### config.mk
export PLATFORM = sky130hd
export DESIGN_NAME = http_request_stream_parser
export DESIGN_NICKNAME = d
export VERILOG_FILES = /design/src/sv/hrsp_pkg.sv /design/src/sv/http_request_stream_parser.sv
export SDC_FILE = /design/constraint.sdc
export NUM_CORES = 1
export LEC_CHECK = 0
export ABC_AREA = 0
export BUFFER_PORTS_ARGS = -buffer_cell sky130_fd_sc_hd__buf_2
export CORE_ASPECT_RATIO = 0.5
export CORE_UTILIZATION = 45
export CTS_BUF_LIST = sky130_fd_sc_hd__clkbuf_16
export CTS_CLUSTER_SIZE = 14
export DETAILED_ROUTE_END_ITERATION = 10
export PLACE_DENSITY_LB_ADDON = 0.3
export REMOVE_ABC_BUFFERS = 1
export SYNTH_ARGS = -nofsm -noshare
export SYNTH_HDL_FRONTEND = slang
export SYNTH_SLANG_ARGS = --single-unit
### constraint.sdc
create_clock -name clk -period 8.9 [get_ports clk]
set_input_delay 2.67 -clock clk [delete_from_list [all_inputs] [get_ports clk]]
set_output_delay 2.67 -clock clk [all_outputs]
set_load 0.03 [all_outputs]
### src/sv/hrsp_pkg.sv
// Package for the HTTP request stream parser: parser state codes, token kinds,
// status codes and header-name match helpers. No dependencies.
`default_nettype none
package hrsp_pkg;

  localparam int unsigned LengthBitsDefault = 32;

  typedef enum logic [4:0] {
    P_START, P_METHOD, P_BEFORE_PATH, P_PATH, P_BEFORE_QUERY, P_QKEY,
    P_BEFORE_QVAL, P_QVAL, P_BEFORE_PROTO, P_PROTO, P_BEFORE_VER, P_VER,
    P_CR, P_CRLF, P_HKEY, P_HBEFORE_COLON, P_HAFTER_COLON, P_HVAL,
    P_CRLF_CR, P_BODY, P_COMPLETE, P_INVALID
  } parse_state_t;

  typedef enum logic [1:0] {C_START, C_KEY, C_BEFORE_VALUE, C_VALUE} cookie_state_t;

  localparam logic [3:0] K_NONE    = 4'd0;
  localparam logic [3:0] K_METHOD  = 4'd1;
  localparam logic [3:0] K_PATH    = 4'd2;
  localparam logic [3:0] K_QKEY    = 4'd3;
  localparam logic [3:0] K_QVAL    = 4'd4;
  localparam logic [3:0] K_PROTO   = 4'd5;
  localparam logic [3:0] K_VERSION = 4'd6;
  localparam logic [3:0] K_HKEY    = 4'd7;
  localparam logic [3:0] K_HVAL    = 4'd8;
  localparam logic [3:0] K_CKEY    = 4'd9;
  localparam logic [3:0] K_CVAL    = 4'd10;
  localparam logic [3:0] K_BODY    = 4'd11;

  localparam logic [1:0] S_RUNNING  = 2'd0;
  localparam logic [1:0] S_COMPLETE = 2'd1;
  localparam logic [1:0] S_INVALID  = 2'd2;

  localparam int unsigned LenClName   = 14;
  localparam int unsigned LenConnName = 10;
  localparam int unsigned LenCookie   = 6;
  localparam int unsigned LenKeep     = 10;

  function automatic logic [7:0] name_cl(input logic [3:0] p);
    case (p)
      4'd0: name_cl = "c";  4'd1: name_cl = "o";  4'd2: name_cl = "n";
      4'd3: name_cl = "t";  4'd4: name_cl = "e";  4'd5: name_cl = "n";
      4'd6: name_cl = "t";  4'd7: name_cl = "-";  4'd8: name_cl = "l";
      4'd9: name_cl = "e";  4'd10: name_cl = "n"; 4'd11: name_cl = "g";
      4'd12: name_cl = "t"; 4'd13: name_cl = "h";
      default: name_cl = 8'h00;
    endcase
  endfunction

  function automatic logic [7:0] name_conn(input logic [3:0] p);
    case (p)
      4'd0: name_conn = "c"; 4'd1: name_conn = "o"; 4'd2: name_conn = "n";
      4'd3: name_conn = "n"; 4'd4: name_conn = "e"; 4'd5: name_conn = "c";
      4'd6: name_conn = "t"; 4'd7: name_conn = "i"; 4'd8: name_conn = "o";
      4'd9: name_conn = "n";
      default: name_conn = 8'h00;
    endcase
  endfunction

  function automatic logic [7:0] name_cookie(input logic [3:0] p);
    case (p)
      4'd0: name_cookie = "c"; 4'd1: name_cookie = "o"; 4'd2: name_cookie = "o";
      4'd3: name_cookie = "k"; 4'd4: name_cookie = "i"; 4'd5: name_cookie = "e";
      default: name_cookie = 8'h00;
    endcase
  endfunction

  function automatic logic [7:0] word_keep(input logic [3:0] p);
    case (p)
      4'd0: word_keep = "k"; 4'd1: word_keep = "e"; 4'd2: word_keep = "e";
      4'd3: word_keep = "p"; 4'd4: word_keep = "-"; 4'd5: word_keep = "a";
      4'd6: word_keep = "l"; 4'd7: word_keep = "i"; 4'd8: word_keep = "v";
      4'd9: word_keep = "e";
      default: word_keep = 8'h00;
    endcase
  endfunction

  function automatic logic [7:0] to_lower(input logic [7:0] c);
    to_lower = (c >= "A" && c <= "Z") ? c + 8'd32 : c;
  endfunction

endpackage
`default_nettype wire

### src/sv/http_request_stream_parser.sv
// HTTP request stream parser top level: byte tagger with registered input
// and output stages. Depends on hrsp_pkg.
//
// One request byte enters per cycle and its tagged result leaves from the
// result register; the input holds a byte in a register, one pass of parser
// state logic sets the result register, so a byte can be taken every cycle
// as long as the output side drains. Content-Length is a saturating decimal
// of LENGTH_BITS bits; its digit step is a shift-add with one compare.
`default_nettype none
module http_request_stream_parser #(
  parameter int unsigned LENGTH_BITS = hrsp_pkg::LengthBitsDefault
) (
  input  wire logic        clk,
  input  wire logic        rst_n,
  input  wire logic        cfg_we,
  input  wire logic        cfg_wdata,
  input  wire logic        in_tvalid,
  output logic             in_tready,
  input  wire logic [7:0]  in_tdata,   // data_byte
  input  wire logic        in_tlast,   // is_last
  output logic             out_tvalid,
  input  wire logic        out_tready,
  output logic [23:0]      out_tdata,  // byte_out, token_kind, token_first,
                                       // closed_kind, parse_status, keep_alive
  output logic             out_tlast   // last_out
);

  localparam logic [LENGTH_BITS-1:0] LenMax = {LENGTH_BITS{1'b1}};

  logic                  cfg_ka_r;
  logic                  a_vld_r;
  logic [7:0]            a_byte_r;
  logic                  a_last_r;
  logic                  o_vld_r;
  logic [23:0]           o_data_r;
  logic                  o_last_r;

  hrsp_pkg::parse_state_t  ps_r, ps_nxt;
  hrsp_pkg::cookie_state_t cs_r, cs_nxt;
  logic [3:0]             kpos_r, kpos_nxt;
  logic [2:0]             kfl_r, kfl_nxt;
  logic [3:0]             vpos_r, vpos_nxt;
  logic                   vfl_r, vfl_nxt;
  logic                   lseen_r, lseen_nxt;
  logic [LENGTH_BITS-1:0] clen_r, clen_nxt;
  logic                   cseen_r, cseen_nxt;
  logic                   kaf_r, kaf_nxt;
  logic [LENGTH_BITS-1:0] brem_r, brem_nxt;

  logic [3:0] kind, closed;
  logic       first;
  logic [1:0] status;
  logic       step;
  logic       a_take;

  assign step      = a_vld_r && (!o_vld_r || out_tready);
  assign in_tready = !a_vld_r || step;
  assign a_take    = in_tvalid && in_tready;

  logic [7:0] c, lc;
  logic       blank, crlf, upper, digit;
  logic [LENGTH_BITS+3:0] mul10;
  logic [LENGTH_BITS+3:0] dsum;

  always_comb begin
    logic [3:0] p;
    logic [LENGTH_BITS-1:0] cl;
    logic vf;
    c     = a_byte_r;
    lc    = hrsp_pkg::to_lower(c);
    blank = (c == " ") || (c == 8'h09);
    crlf  = (c == 8'h0d) || (c == 8'h0a);
    upper = (c >= "A") && (c <= "Z");
    digit = (c >= "0") && (c <= "9");
    ps_nxt = ps_r; cs_nxt = cs_r; kpos_nxt = kpos_r; kfl_nxt = kfl_r;
    vpos_nxt = vpos_r; vfl_nxt = vfl_r; lseen_nxt = lseen_r; clen_nxt = clen_r;
    cseen_nxt = cseen_r; kaf_nxt = kaf_r; brem_nxt = brem_r;
    kind = hrsp_pkg::K_NONE; first = 1'b0; closed = hrsp_pkg::K_NONE;
    mul10 = '0; dsum = '0;
    p = 4'd0; cl = '0; vf = 1'b0;
    case (ps_r)
      hrsp_pkg::P_START: begin
        if (!(blank || crlf)) begin
          if (upper) begin
            kind = hrsp_pkg::K_METHOD; first = 1'b1; ps_nxt = hrsp_pkg::P_METHOD;
          end else ps_nxt = hrsp_pkg::P_INVALID;
        end
      end
      hrsp_pkg::P_METHOD: begin
        if (upper) kind = hrsp_pkg::K_METHOD;
        else if (blank) begin
          closed = hrsp_pkg::K_METHOD; ps_nxt = hrsp_pkg::P_BEFORE_PATH;
        end else ps_nxt = hrsp_pkg::P_INVALID;
      end
      hrsp_pkg::P_BEFORE_PATH: begin
        if (!blank) begin
          if (c == "/") begin
            kind = hrsp_pkg::K_PATH; first = 1'b1; ps_nxt = hrsp_pkg::P_PATH;
          end else ps_nxt = hrsp_pkg::P_INVALID;
        end
      end
      hrsp_pkg::P_PATH: begin
        if (c == "?") begin
          closed = hrsp_pkg::K_PATH; ps_nxt = hrsp_pkg::P_BEFORE_QUERY;
        end else if (blank) begin
          closed = hrsp_pkg::K_PATH; ps_nxt = hrsp_pkg::P_BEFORE_PROTO;
        end else if (crlf) ps_nxt = hrsp_pkg::P_INVALID;
        else kind = hrsp_pkg::K_PATH;
      end
      hrsp_pkg::P_BEFORE_QUERY: begin
        if (blank || crlf) ps_nxt = hrsp_pkg::P_INVALID;
        else begin
          kind = hrsp_pkg::K_QKEY; first = 1'b1; ps_nxt = hrsp_pkg::P_QKEY;
        end
      end
      hrsp_pkg::P_QKEY: begin
        if (blank || crlf) ps_nxt = hrsp_pkg::P_INVALID;
        else if (c == "=") begin
          closed = hrsp_pkg::K_QKEY; ps_nxt = hrsp_pkg::P_BEFORE_QVAL;
        end else kind = hrsp_pkg::K_QKEY;
      end
      hrsp_pkg::P_BEFORE_QVAL: begin
        if (blank || crlf) ps_nxt = hrsp_pkg::P_INVALID;
        else begin
          kind = hrsp_pkg::K_QVAL; first = 1'b1; ps_nxt = hrsp_pkg::P_QVAL;
        end
      end
      hrsp_pkg::P_QVAL: begin
        if (crlf) ps_nxt = hrsp_pkg::P_INVALID;
        else if (blank) begin
          closed = hrsp_pkg::K_QVAL; ps_nxt = hrsp_pkg::P_BEFORE_PROTO;
        end else if (c == "&") begin
          closed = hrsp_pkg::K_QVAL; ps_nxt = hrsp_pkg::P_BEFORE_QUERY;
        end else kind = hrsp_pkg::K_QVAL;
      end
      hrsp_pkg::P_BEFORE_PROTO: begin
        if (!blank) begin
          if (crlf) ps_nxt = hrsp_pkg::P_INVALID;
          else begin
            kind = hrsp_pkg::K_PROTO; first = 1'b1; ps_nxt = hrsp_pkg::P_PROTO;
          end
        end
      end
      hrsp_pkg::P_PROTO: begin
        if (crlf) ps_nxt = hrsp_pkg::P_INVALID;
        else if (c == "/") begin
          closed = hrsp_pkg::K_PROTO; ps_nxt = hrsp_pkg::P_BEFORE_VER;
        end else kind = hrsp_pkg::K_PROTO;
      end
      hrsp_pkg::P_BEFORE_VER: begin
        if (digit) begin
          kind = hrsp_pkg::K_VERSION; first = 1'b1; ps_nxt = hrsp_pkg::P_VER;
        end else ps_nxt = hrsp_pkg::P_INVALID;
      end
      hrsp_pkg::P_VER: begin
        if (c == 8'h0d) begin
          closed = hrsp_pkg::K_VERSION; ps_nxt = hrsp_pkg::P_CR;
        end else kind = hrsp_pkg::K_VERSION;
      end
      hrsp_pkg::P_CR: begin
        ps_nxt = (c == 8'h0a) ? hrsp_pkg::P_CRLF : hrsp_pkg::P_INVALID;
      end
      hrsp_pkg::P_CRLF: begin
        if (c == 8'h0d) ps_nxt = hrsp_pkg::P_CRLF_CR;
        else if (blank) ps_nxt = hrsp_pkg::P_INVALID;
        else begin
          kind = hrsp_pkg::K_HKEY; first = 1'b1; ps_nxt = hrsp_pkg::P_HKEY;
          kfl_nxt[0] = (lc == hrsp_pkg::name_cl(4'd0));
          kfl_nxt[1] = (lc == hrsp_pkg::name_conn(4'd0));
          kfl_nxt[2] = (lc == hrsp_pkg::name_cookie(4'd0));
          kpos_nxt = 4'd1;
        end
      end
      hrsp_pkg::P_HKEY: begin
        if (blank || c == ":") begin
          closed = hrsp_pkg::K_HKEY;
          if (kpos_r != 4'(hrsp_pkg::LenClName))   kfl_nxt[0] = 1'b0;
          if (kpos_r != 4'(hrsp_pkg::LenConnName)) kfl_nxt[1] = 1'b0;
          if (kpos_r != 4'(hrsp_pkg::LenCookie))   kfl_nxt[2] = 1'b0;
          ps_nxt = blank ? hrsp_pkg::P_HBEFORE_COLON : hrsp_pkg::P_HAFTER_COLON;
        end else begin
          kind = hrsp_pkg::K_HKEY;
          if (kpos_r >= 4'(hrsp_pkg::LenClName) || lc != hrsp_pkg::name_cl(kpos_r))
            kfl_nxt[0] = 1'b0;
          if (kpos_r >= 4'(hrsp_pkg::LenConnName) || lc != hrsp_pkg::name_conn(kpos_r))
            kfl_nxt[1] = 1'b0;
          if (kpos_r >= 4'(hrsp_pkg::LenCookie) || lc != hrsp_pkg::name_cookie(kpos_r))
            kfl_nxt[2] = 1'b0;
          if (kpos_r != 4'd15) kpos_nxt = kpos_r + 4'd1;
        end
      end
      hrsp_pkg::P_HBEFORE_COLON: begin
        if (!blank)
          ps_nxt = (c == ":") ? hrsp_pkg::P_HAFTER_COLON : hrsp_pkg::P_INVALID;
      end
      hrsp_pkg::P_HAFTER_COLON, hrsp_pkg::P_HVAL: begin
        logic start;
        start = (ps_r == hrsp_pkg::P_HAFTER_COLON);
        if (ps_r == hrsp_pkg::P_HAFTER_COLON && blank) begin
        end else if (!start && c == 8'h0d) begin
          if (kfl_r[2]) begin
            closed = (cs_r == hrsp_pkg::C_KEY) ? hrsp_pkg::K_CKEY :
                     (cs_r == hrsp_pkg::C_VALUE) ? hrsp_pkg::K_CVAL : hrsp_pkg::K_NONE;
          end else begin
            closed = hrsp_pkg::K_HVAL;
            if (kfl_r[0] && !lseen_r) lseen_nxt = 1'b1;
            if (kfl_r[1] && !cseen_r) begin
              cseen_nxt = 1'b1;
              kaf_nxt = vfl_r && (vpos_r == 4'(hrsp_pkg::LenKeep));
            end
          end
          ps_nxt = hrsp_pkg::P_CR;
        end else if (kfl_r[2]) begin
          ps_nxt = hrsp_pkg::P_HVAL;
          case (start ? hrsp_pkg::C_START : cs_r)
            hrsp_pkg::C_START: begin
              cs_nxt = hrsp_pkg::C_START;
              if (!blank) begin
                kind = hrsp_pkg::K_CKEY; first = 1'b1; cs_nxt = hrsp_pkg::C_KEY;
              end
            end
            hrsp_pkg::C_KEY: begin
              if (c == "=") begin
                closed = hrsp_pkg::K_CKEY; cs_nxt = hrsp_pkg::C_BEFORE_VALUE;
              end else kind = hrsp_pkg::K_CKEY;
            end
            hrsp_pkg::C_BEFORE_VALUE: begin
              if (blank) ps_nxt = hrsp_pkg::P_INVALID;
              else begin
                kind = hrsp_pkg::K_CVAL; first = 1'b1; cs_nxt = hrsp_pkg::C_VALUE;
              end
            end
            default: begin
              if (c == ";") begin
                closed = hrsp_pkg::K_CVAL; cs_nxt = hrsp_pkg::C_START;
              end else kind = hrsp_pkg::K_CVAL;
            end
          endcase
        end else begin
          ps_nxt = hrsp_pkg::P_HVAL;
          kind = hrsp_pkg::K_HVAL; first = start;
          p  = start ? 4'd0 : vpos_r;
          vf = start ? 1'b1 : vfl_r;
          vpos_nxt = p; vfl_nxt = vf;
          if (kfl_r[1] && !cseen_r) begin
            if (p >= 4'(hrsp_pkg::LenKeep) || lc != hrsp_pkg::word_keep(p))
              vfl_nxt = 1'b0;
            if (p != 4'd15) vpos_nxt = p + 4'd1;
          end else if (kfl_r[0] && !lseen_r) begin
            cl = start ? '0 : clen_r;
            clen_nxt = cl;
            if (vf && digit) begin
              mul10 = {3'b000, cl, 1'b0} + {1'b0, cl, 3'b000};
              dsum  = mul10 + (LENGTH_BITS+4)'(c - "0");
              clen_nxt = (dsum > (LENGTH_BITS+4)'(LenMax)) ? LenMax
                                                           : dsum[LENGTH_BITS-1:0];
            end else vfl_nxt = 1'b0;
          end
        end
      end
      hrsp_pkg::P_CRLF_CR: begin
        if (c != 8'h0a) ps_nxt = hrsp_pkg::P_INVALID;
        else begin
          vfl_nxt = 1'b1;
          if (lseen_r) begin
            brem_nxt = clen_r;
            ps_nxt = (clen_r != '0) ? hrsp_pkg::P_BODY : hrsp_pkg::P_COMPLETE;
          end else ps_nxt = a_last_r ? hrsp_pkg::P_COMPLETE : hrsp_pkg::P_BODY;
        end
      end
      hrsp_pkg::P_BODY: begin
        kind = hrsp_pkg::K_BODY; first = vfl_r; vfl_nxt = 1'b0;
        if (lseen_r) begin
          brem_nxt = brem_r - 1'b1;
          if (brem_nxt == '0) ps_nxt = hrsp_pkg::P_COMPLETE;
        end else if (a_last_r) ps_nxt = hrsp_pkg::P_COMPLETE;
      end
      hrsp_pkg::P_COMPLETE: begin
      end
      default: ps_nxt = hrsp_pkg::P_INVALID;
    endcase
    if (ps_nxt == hrsp_pkg::P_COMPLETE) status = hrsp_pkg::S_COMPLETE;
    else if (ps_nxt == hrsp_pkg::P_INVALID || a_last_r) status = hrsp_pkg::S_INVALID;
    else status = hrsp_pkg::S_RUNNING;
  end

  always_ff @(posedge clk) begin
    if (!rst_n) begin
      cfg_ka_r <= 1'b0;
      a_vld_r  <= 1'b0;
      o_vld_r  <= 1'b0;
      ps_r <= hrsp_pkg::P_START; cs_r <= hrsp_pkg::C_START;
      kpos_r <= '0; kfl_r <= 3'b111; vpos_r <= '0; vfl_r <= 1'b1;
      lseen_r <= 1'b0; clen_r <= '0; cseen_r <= 1'b0; kaf_r <= 1'b0; brem_r <= '0;
    end else begin
      if (cfg_we) cfg_ka_r <= cfg_wdata;
      if (in_tready) a_vld_r <= in_tvalid;
      if (step) o_vld_r <= 1'b1;
      else if (out_tready) o_vld_r <= 1'b0;
      if (step) begin
        if (a_last_r) begin
          ps_r <= hrsp_pkg::P_START; cs_r <= hrsp_pkg::C_START;
          kpos_r <= '0; kfl_r <= 3'b111; vpos_r <= '0; vfl_r <= 1'b1;
          lseen_r <= 1'b0; clen_r <= '0; cseen_r <= 1'b0; kaf_r <= 1'b0; brem_r <= '0;
        end else begin
          ps_r <= ps_nxt; cs_r <= cs_nxt; kpos_r <= kpos_nxt; kfl_r <= kfl_nxt;
          vpos_r <= vpos_nxt; vfl_r <= vfl_nxt; lseen_r <= lseen_nxt;
          clen_r <= clen_nxt; cseen_r <= cseen_nxt; kaf_r <= kaf_nxt;
          brem_r <= brem_nxt;
        end
      end
    end
  end

  always_ff @(posedge clk) begin
    if (a_take) begin
      a_byte_r <= in_tdata;
      a_last_r <= in_tlast;
    end
    if (step) begin
      o_data_r <= {4'b0000, (cseen_nxt ? kaf_nxt : cfg_ka_r), status, closed,
                   first, kind, c};
      o_last_r <= a_last_r;
    end
  end

  assign out_tvalid = o_vld_r;
  assign out_tdata  = o_data_r;
  assign out_tlast  = o_last_r;

  a_no_drop: assert property (@(posedge clk) disable iff (!rst_n)
    (a_vld_r && !step) |=> a_vld_r)
    else $error("input stage lost a byte");
  a_out_hold: assert property (@(posedge clk) disable iff (!rst_n)
    (o_vld_r && !out_tready && !step) |=> $stable(o_data_r))
    else $error("result changed while stalled");
  a_last_clears: assert property (@(posedge clk) disable iff (!rst_n)
    (step && a_last_r) |=> (ps_r == hrsp_pkg::P_START))
    else $error("state not cleared after last byte");
  a_body_kind: assert property (@(posedge clk) disable iff (!rst_n)
    (step && ps_r == hrsp_pkg::P_BODY) |=> (o_data_r[11:8] == hrsp_pkg::K_BODY))
    else $error("body byte not tagged");

endmodule
`default_nettype wire
==> results of run 1 <==
## layer usage
layer	global-route usage [%]	share of wire, %	wire length, microns	up-vias
met5	0	0	0	-
met4	12.3	3.6	1340	0
met3	3.88	6.5	2450	112
met2	44.6	47	17600	527
met1	34.1	43	16100	5806
li1	-	-	-	5715
## cell type report
class	instances	area share [%]
Multi-Input combinational cell	1278	65.0
Sequential cell	132	22.4
Clock buffer	18	3.43
Tap cell	352	3.35
Timing Repair Buffer	55	2.44
Inverter	77	2.20
Clock inverter	14	1.22
## cell families (layout without fill, tap and decap cells)
logic type,Yosys count,count (layout),share of synthesized area (%)
other,1,4,0.0306
muxes,8,8,0.664
xor gates and xnor gates,62,62,4.43
buffers and inverters,181,164,6.59
and+or+nand+nor,649,649,28.0
AOI/OAI and AO/OA,459,459,24.6
adders and majority gates,96,96,11.6
DFF,132,132,24.0
## how the worst max path moves through the flow
stage	slack, ns	endpoint	startpoint
after detailed placement	2.90	flip-flop	out_tready
after global placement	3.00	in_tready	out_tready
after floorplan	0.60	clen_r[12]	a_byte_r[4]
final	2.84	clen_r[12]	ps_r[2]
after CTS	2.90	clen_r[12]	ps_r[2]
after global routing	2.48	clen_r[12]	ps_r[2]
## power breakdown
part           internal, mW  switching, mW
logic                0.0580          0.123
registers             0.625         0.0127
clock network         0.455          0.291
## critical path, cell delays in order, from the launching register on
cell and delay (ns):
dfxtp_1 0.88, nor4b_1 0.18, nand2_1 0.12, buf_4 0.47, nand2_1 0.20, inv_1 0.10
ha_1 0.22, ha_1 0.24, fa_1 0.43, a21oi_2 0.20, o21ai_2 0.11, a221oi_4 0.39
nor4_2 0.13, o31a_1 0.30, or4_1 0.53, a221oi_4 1.00, a211oi_1 0.10, a211o_1 0.32
## placed cells by master (no fill, tap or decap), drive strengths merged, types with 11 or more instances in the layout
cell and n:
nand2b 43, nor3b 11, nand2 175, nor2 124, xnor2 37, a211oi 14, inv 80, edfxtp 30
nand4 25, xor2 25, nor3 48, or3 11, o21a 13, a21oi 127, nor4 32, o31ai 16
a31oi 18, fa 30, nor2b 38, a22oi 42, clkbuf 18, and3 15, o21ai 108, nand3 42
dfxtp 102, ha 66, a21o 19, buf 55, and2 27
## cells in the mapped netlist, types with 26 or more instances
cell type  number
ha_1           66
nand3_1        42
a21oi_1       124
xnor2_1        37
fa_1           30
inv_1          76
nor4_1         26
edfxtp_1       30
and2_1         27
clkbuf_1       64
a22oi_1        42
nor2_1        122
nand2b_1       43
nor2b_1        38
dfxtp_1       102
nor3_1         47
nand2_1       175
o21ai_0       100
## through the flow
step	instance area [sq um]	hold WS, ns	setup WS (ns)	utilization [%]	std cells
4_1_cts	13100	0.499	2.90	49.4	1926
2_1_floorplan	11700	0.431	0.599	-	1487
3_5_place_dp	12500	0.491	2.90	47.1	1894
6_report	13100	0.497	2.84	49.4	1926
3_3_place_gp	12500	0.477	3.00	47.1	1894
5_1_grt	13100	0.528	2.48	49.4	1926
## flip-flops by register name, indices dropped and copies added (netlist names), named ones only
signal,cells
a_vld_r,1
ps_r,5
out_tdata,20
out_tlast,1
cs_r,2
lseen_r,1
kaf_r,1
brem_r,32
a_byte_r,8
clen_r,32
cfg_ka_r,1
kpos_r,4
a_last_r,1
vfl_r,1
out_tvalid,1
vpos_r,4
cseen_r,1
kfl_r,3
==> flow_summary.yaml, run 1 <==
sta:
  min_period_ns: 6.06
  post-route-period-util_pct: 68.1
  worst_slew_pin_slew_ns: 1.19
  setup_tns_ns: 0
  drv_slew: 0
  hold_viol_final: 0
  slew_headroom_pct: 20.8
  fin_skew_ns: 0.0127
  rsz0062_at_grt: "no"
  finalSetupViolCount: 0
  max_freq_ghz: 0.165
cells_and_area:
  drive_above_1_share_pct: 8.51
  antennaDiodeCount: 0
  regArea_sq_mm: 0.00294
  multi_input_area_sq_mm: 0.00854
  fillers: 2534
  fin_nets: 1672
  syn_to_final_growth_pct: 7.31
clock_network:
  cts_buffer_depth: 2
  cts-root-buf: "clkbuf_16"
  cts.clk_slew.worst_paths_ns: 0.06
  cts_hold_buf: 0
  clock_latency_ns: 0.44
  clkSinkCount: 132
  htree_num_levels: 4
  cts_setup_buffers: 0
  cts_resized: 0
  cts_tree: "built"
  cts_buffers: 17
floorplanning:
  die_x_microns: 235
  die-area_sq_mm: 0.0279
  start_util_pct: 46.1
  fp.dieH_microns: 119
  num_rows: 42
  core-area_sq_mm: 0.0266
  pin_count: 42
power:
  irDropWorstVdd_mv: 0.143
  p_leak_nw: 5.63
  p_total_mw: 1.56
  powerDensity_mw_per_mm2: 119
worst_setup_path:
  worstReg2RegEnd: "clen_r[12]"
  arrival_ns: 6.39
  worstSetupStartpointType: "flip-flop"
  worst_ep_required_time_ns: 9.22
  r2r-start: "ps_r[2]"
  endpoint_kind: "flip-flop"
  critPathMaxFanout: 48
  path_class: "reg -> reg"
  r2r_setup_slack_ns: 2.84
  reg2reg_depth: 17
grt:
  grtUsageTotal_pct: 26.7
  grt_pass1_wl_microns: 59900
  grt_overflow: 0
  grt_max_degree: 60
  first_global_vias: 11598
  grt_antenna_before_repair: 0
route:
  routed_wl_microns: 37500
  post_drt_wl_per_cell_microns: 19.5
  drtPass1Iterations: 6
  num_vias: 12160
  drt-initial-drc-count: 1162
  drc_errors: 0
  via_per_inst: 6.31
  ant_nets: 0
synth:
  ys_types: 95
  yosys-top-cells-area: "dfxtp_1, edfxtp_1, ha_1"
  synth-seq-area-share_pct: 24.0
  syn-cell-area_sq_mm: 0.0122
  yosys.area.top_type_share_pct: 16.7
  yosysTopAreaCell: "dfxtp_1"
  async_flop_share_pct: 0
  postSynthCellCount: 1588
  ys_dominant_reg_cell: "dfxtp_1"
  ys_warn_count: 0
  ys_ff_latch: 132
  syn_avg_cell_area_sq_um: 7.71
  synth_edf_count: 30
worst_hold_path:
  holdCritPathClass: "reg -> reg"
  min-delay-start: "kfl_r[0]"
  whs_endpoint: "kfl_r[0]"
  min_path_cells: 2
flow_run:
  cap_violations: 0
place:
  dp_hpwl_microns: 27200
  gp_congestion: 0.974
  portBuffers: 37
status:
  outcome: "finished, final reports clean"
Power figures use the tool's default switching activity.
==> inputs of run 2 (changes only) <==
--- a/config.mk
+++ b/config.mk
@@ -5,7 +5,7 @@
 export SDC_FILE = /design/constraint.sdc
 export NUM_CORES = 1
 export LEC_CHECK = 0
-export ABC_AREA = 0
+export ABC_AREA = 1
 export BUFFER_PORTS_ARGS = -buffer_cell sky130_fd_sc_hd__buf_2
 export CORE_ASPECT_RATIO = 0.5
 export CORE_UTILIZATION = 45
==> constraint.sdc (replaced) <==
create_clock -name clk -period 6 [get_ports clk]
set_input_delay 1.8 -clock clk [delete_from_list [all_inputs] [get_ports clk]]
set_output_delay 1.8 -clock clk [all_outputs]
set_load 0.03 [all_outputs]
==> run 2 against run 1 <==
First-iteration DRC count grew 5.9%; fmax grew 17%; global-route usage shrank 0.42 points; final cell count grew 18%; largest cell class unchanged; highest routed layer unchanged.
==> flow_summary.yaml, run 2 <==
status:
  outcome: "finished, final reports clean"
sta:
  slew_headroom_pct: 21.0
  finalSetupViolCount: 0
  worst_slew_pin_slew_ns: 1.18
  min_period_ns: 5.19
  drv_slew: 0
  post-route-period-util_pct: 86.5
  fin_skew_ns: 0.0113
  rsz0062_at_grt: "no"
  max_freq_ghz: 0.193
  hold_viol_final: 0
  setup_tns_ns: 0
  layout_setup_ws_ns: 0.810
clock_network:
  cts_hold_buf: 0
  cts_setup_buffers: 0
  cts_buffers: 17
  cts-root-buf: "clkbuf_16"
  cts_resized: 0
  clkSinkCount: 132
  cts_tree: "built"
  clock_latency_ns: 0.43
  cts_buffer_depth: 2
  htree_num_levels: 4
  cts.clk_slew.worst_paths_ns: 0.06
synth:
  yosysMostFrequentCell: "nand2_1"
  ys_warn_count: 0
  ys_ff_latch: 132
  ys_dominant_reg_cell: "dfxtp_1"
  syn_avg_cell_area_sq_um: 6.40
  yosys.area.top_type_share_pct: 16.8
  postSynthCellCount: 1899
  yosysTopAreaCell: "dfxtp_1"
  synth_edf_count: 30
  ys_types: 61
  async_flop_share_pct: 0
  syn-cell-area_sq_mm: 0.0122
  yosys-top-cells-area: "dfxtp_1, nand2_1, a21oi_1"
  synth-seq-area-share_pct: 24.2
  ys_top_cells_by_count: "nand2_1, inv_1, nor2_1, a21oi_1, nand3_1"
place:
  dp_hpwl_microns: 27600
  dpl.cell_count: 2242
  portBuffers: 37
  gp_congestion: 1.00
  pre_cts_ws_ns: 0.900
cells_and_area:
  final_common_cell: "nand2_1"
  antennaDiodeCount: 0
  post-route-util_pct: 49.7
  syn_to_final_growth_pct: 8.39
  layout_common_cells: "nand2_1, inv_1, nor2_1"
  drive_above_1_share_pct: 7.13
  fin_cells: 2274
  fin_nets: 2020
power:
  power.share.clock_pct: 42.3
  swShare_pct: 30.9
  pwr-share-comb_pct: 17.6
  switching_power_mw: 0.735
  irDropWorstVdd_mv: 0.168
  powerDensity_mw_per_mm2: 181
  p_int_mw: 1.65
  p_leak_nw: 6.15
  seqPwrFrac_pct: 40.2
  p_total_mw: 2.38
route:
  num_vias: 12573
  ant_nets: 0
  drc_errors: 0
  routed_wl_microns: 35700
  post_drt_wl_per_cell_microns: 15.7
  drtPass1Iterations: 8
  drt-initial-drc-count: 1231
  via_per_inst: 5.53
worst_hold_path:
  whs_endpoint: "kaf_r"
  min-delay-start: "kaf_r"
  min_path_cells: 2
  holdCritPathClass: "reg -> reg"
worst_setup_path:
  path_buf_inv: 2
  worstReg2RegEnd: "clen_r[22]"
  crit_family: "simple AND/OR/NAND/NOR gates"
  cp_num_cells: 20
  path_class: "reg -> reg"
  r2r-start: "ps_r[2]"
  worstSetupStartpointType: "flip-flop"
  r2r_setup_slack_ns: 0.81
  critPathMaxStageDelay_ns: 0.68
  reg2reg_depth: 20
  endpoint_kind: "flip-flop"
  critPathMaxFanout: 44
  worst_ep_required_time_ns: 6.27
  crit_chain: "nor2_4, nand2_2, nor2_4, nand2_2, nand2_1, fa_1, inv_1, ha_1, nand2_1, a21oi_1, a21oi_1, o21ai_0, nand4_1, nand3_1, nand3_1, nor2_2, buf_4, nand3_1, nand2_1, a21oi_1"
  cp_slowest_cell: "nand2_2"
  arrival_ns: 5.46
grt:
  grt_max_degree: 77
  first_global_vias: 11592
  grtUsageTotal_pct: 26.2
  grt_overflow: 0
  grt_antenna_before_repair: 0
  grt_pass1_wl_microns: 58700
floorplanning:
  fp.dieH_microns: 118
  start_util_pct: 45.9
  die-area_sq_mm: 0.0277
  core-area_sq_mm: 0.0265
  num_rows: 42
  pin_count: 42
  die_x_microns: 234
flow_run:
  cap_violations: 0
-- run 2: worst max-delay path by stage --
stage / start / end
finish: ps_r[2] / clen_r[22]
global placement: ps_r[2] / clen_r[0]
global route: ps_r[2] / clen_r[22]
floorplan: a_byte_r[4] / clen_r[0]
CTS: ps_r[2] / clen_r[22]
detailed placement: ps_r[2] / clen_r[22]
-- run 2: power by group through the flow --
stage / combinational, mW / clock, mW / sequential, mW
floorplan: 0.281 / 0 / 0.985
CTS: 0.413 / 1.02 / 0.956
detailed placement: 0.411 / 0 / 0.975
finish: 0.418 / 1.01 / 0.956
global placement: 0.408 / 0 / 0.974
global route: 0.468 / 1.06 / 0.958
-- run 2: cell families (layout without fill, tap and decap cells) --
logic type	Yosys count	after routing	share of synthesized area [%]
compound gates	407	407	18.8
xor+xnor	39	39	2.81
buf+inv	313	333	10.2
flops	132	132	24.2
mux	2	2	0.185
simple gates	909	909	32.0
fa+ha+maj	96	96	11.7
other cells	1	4	0.0309
-- run 2: worst min-delay path, delay by kind of cell (launching register included) --
family / cells / cell delay (ns)
flops: 1 / 0.31
simple gates: 1 / 0.06
compound gates: 1 / 0.05
-- run 2: per-layer routing --
| layer | up-vias | wire length [microns] | global-route usage [%] |
|---|---|---|---|
| met3 | 76 | 2340 | 5.41 |
| met2 | 455 | 16000 | 42.1 |
| met4 | 0 | 964 | 7.74 |
| li1 | 6295 | - | - |
| met5 | - | 0 | 0 |
| met1 | 5747 | 16400 | 35.4 |
-- run 2: area by class of cell --
class,count,area (sq um)
Inverter,252,955
Multi-Input combinational cell,1457,8000
Clock inverter,14,114
Sequential cell,132,2940
Clock buffer,18,450
Timing Repair Buffer,49,275
Fill cell,2720,13300
Tap cell,352,440
-- run 2: metrics by stage --
step / instance area, sq um / hold slack (ns)
after global placement: 12600 / 0.456
after detailed placement: 12600 / 0.458
after floorplan: 11900 / 0.419
after global routing: 13200 / 0.501
after CTS: 13200 / 0.468
final: 13200 / 0.463
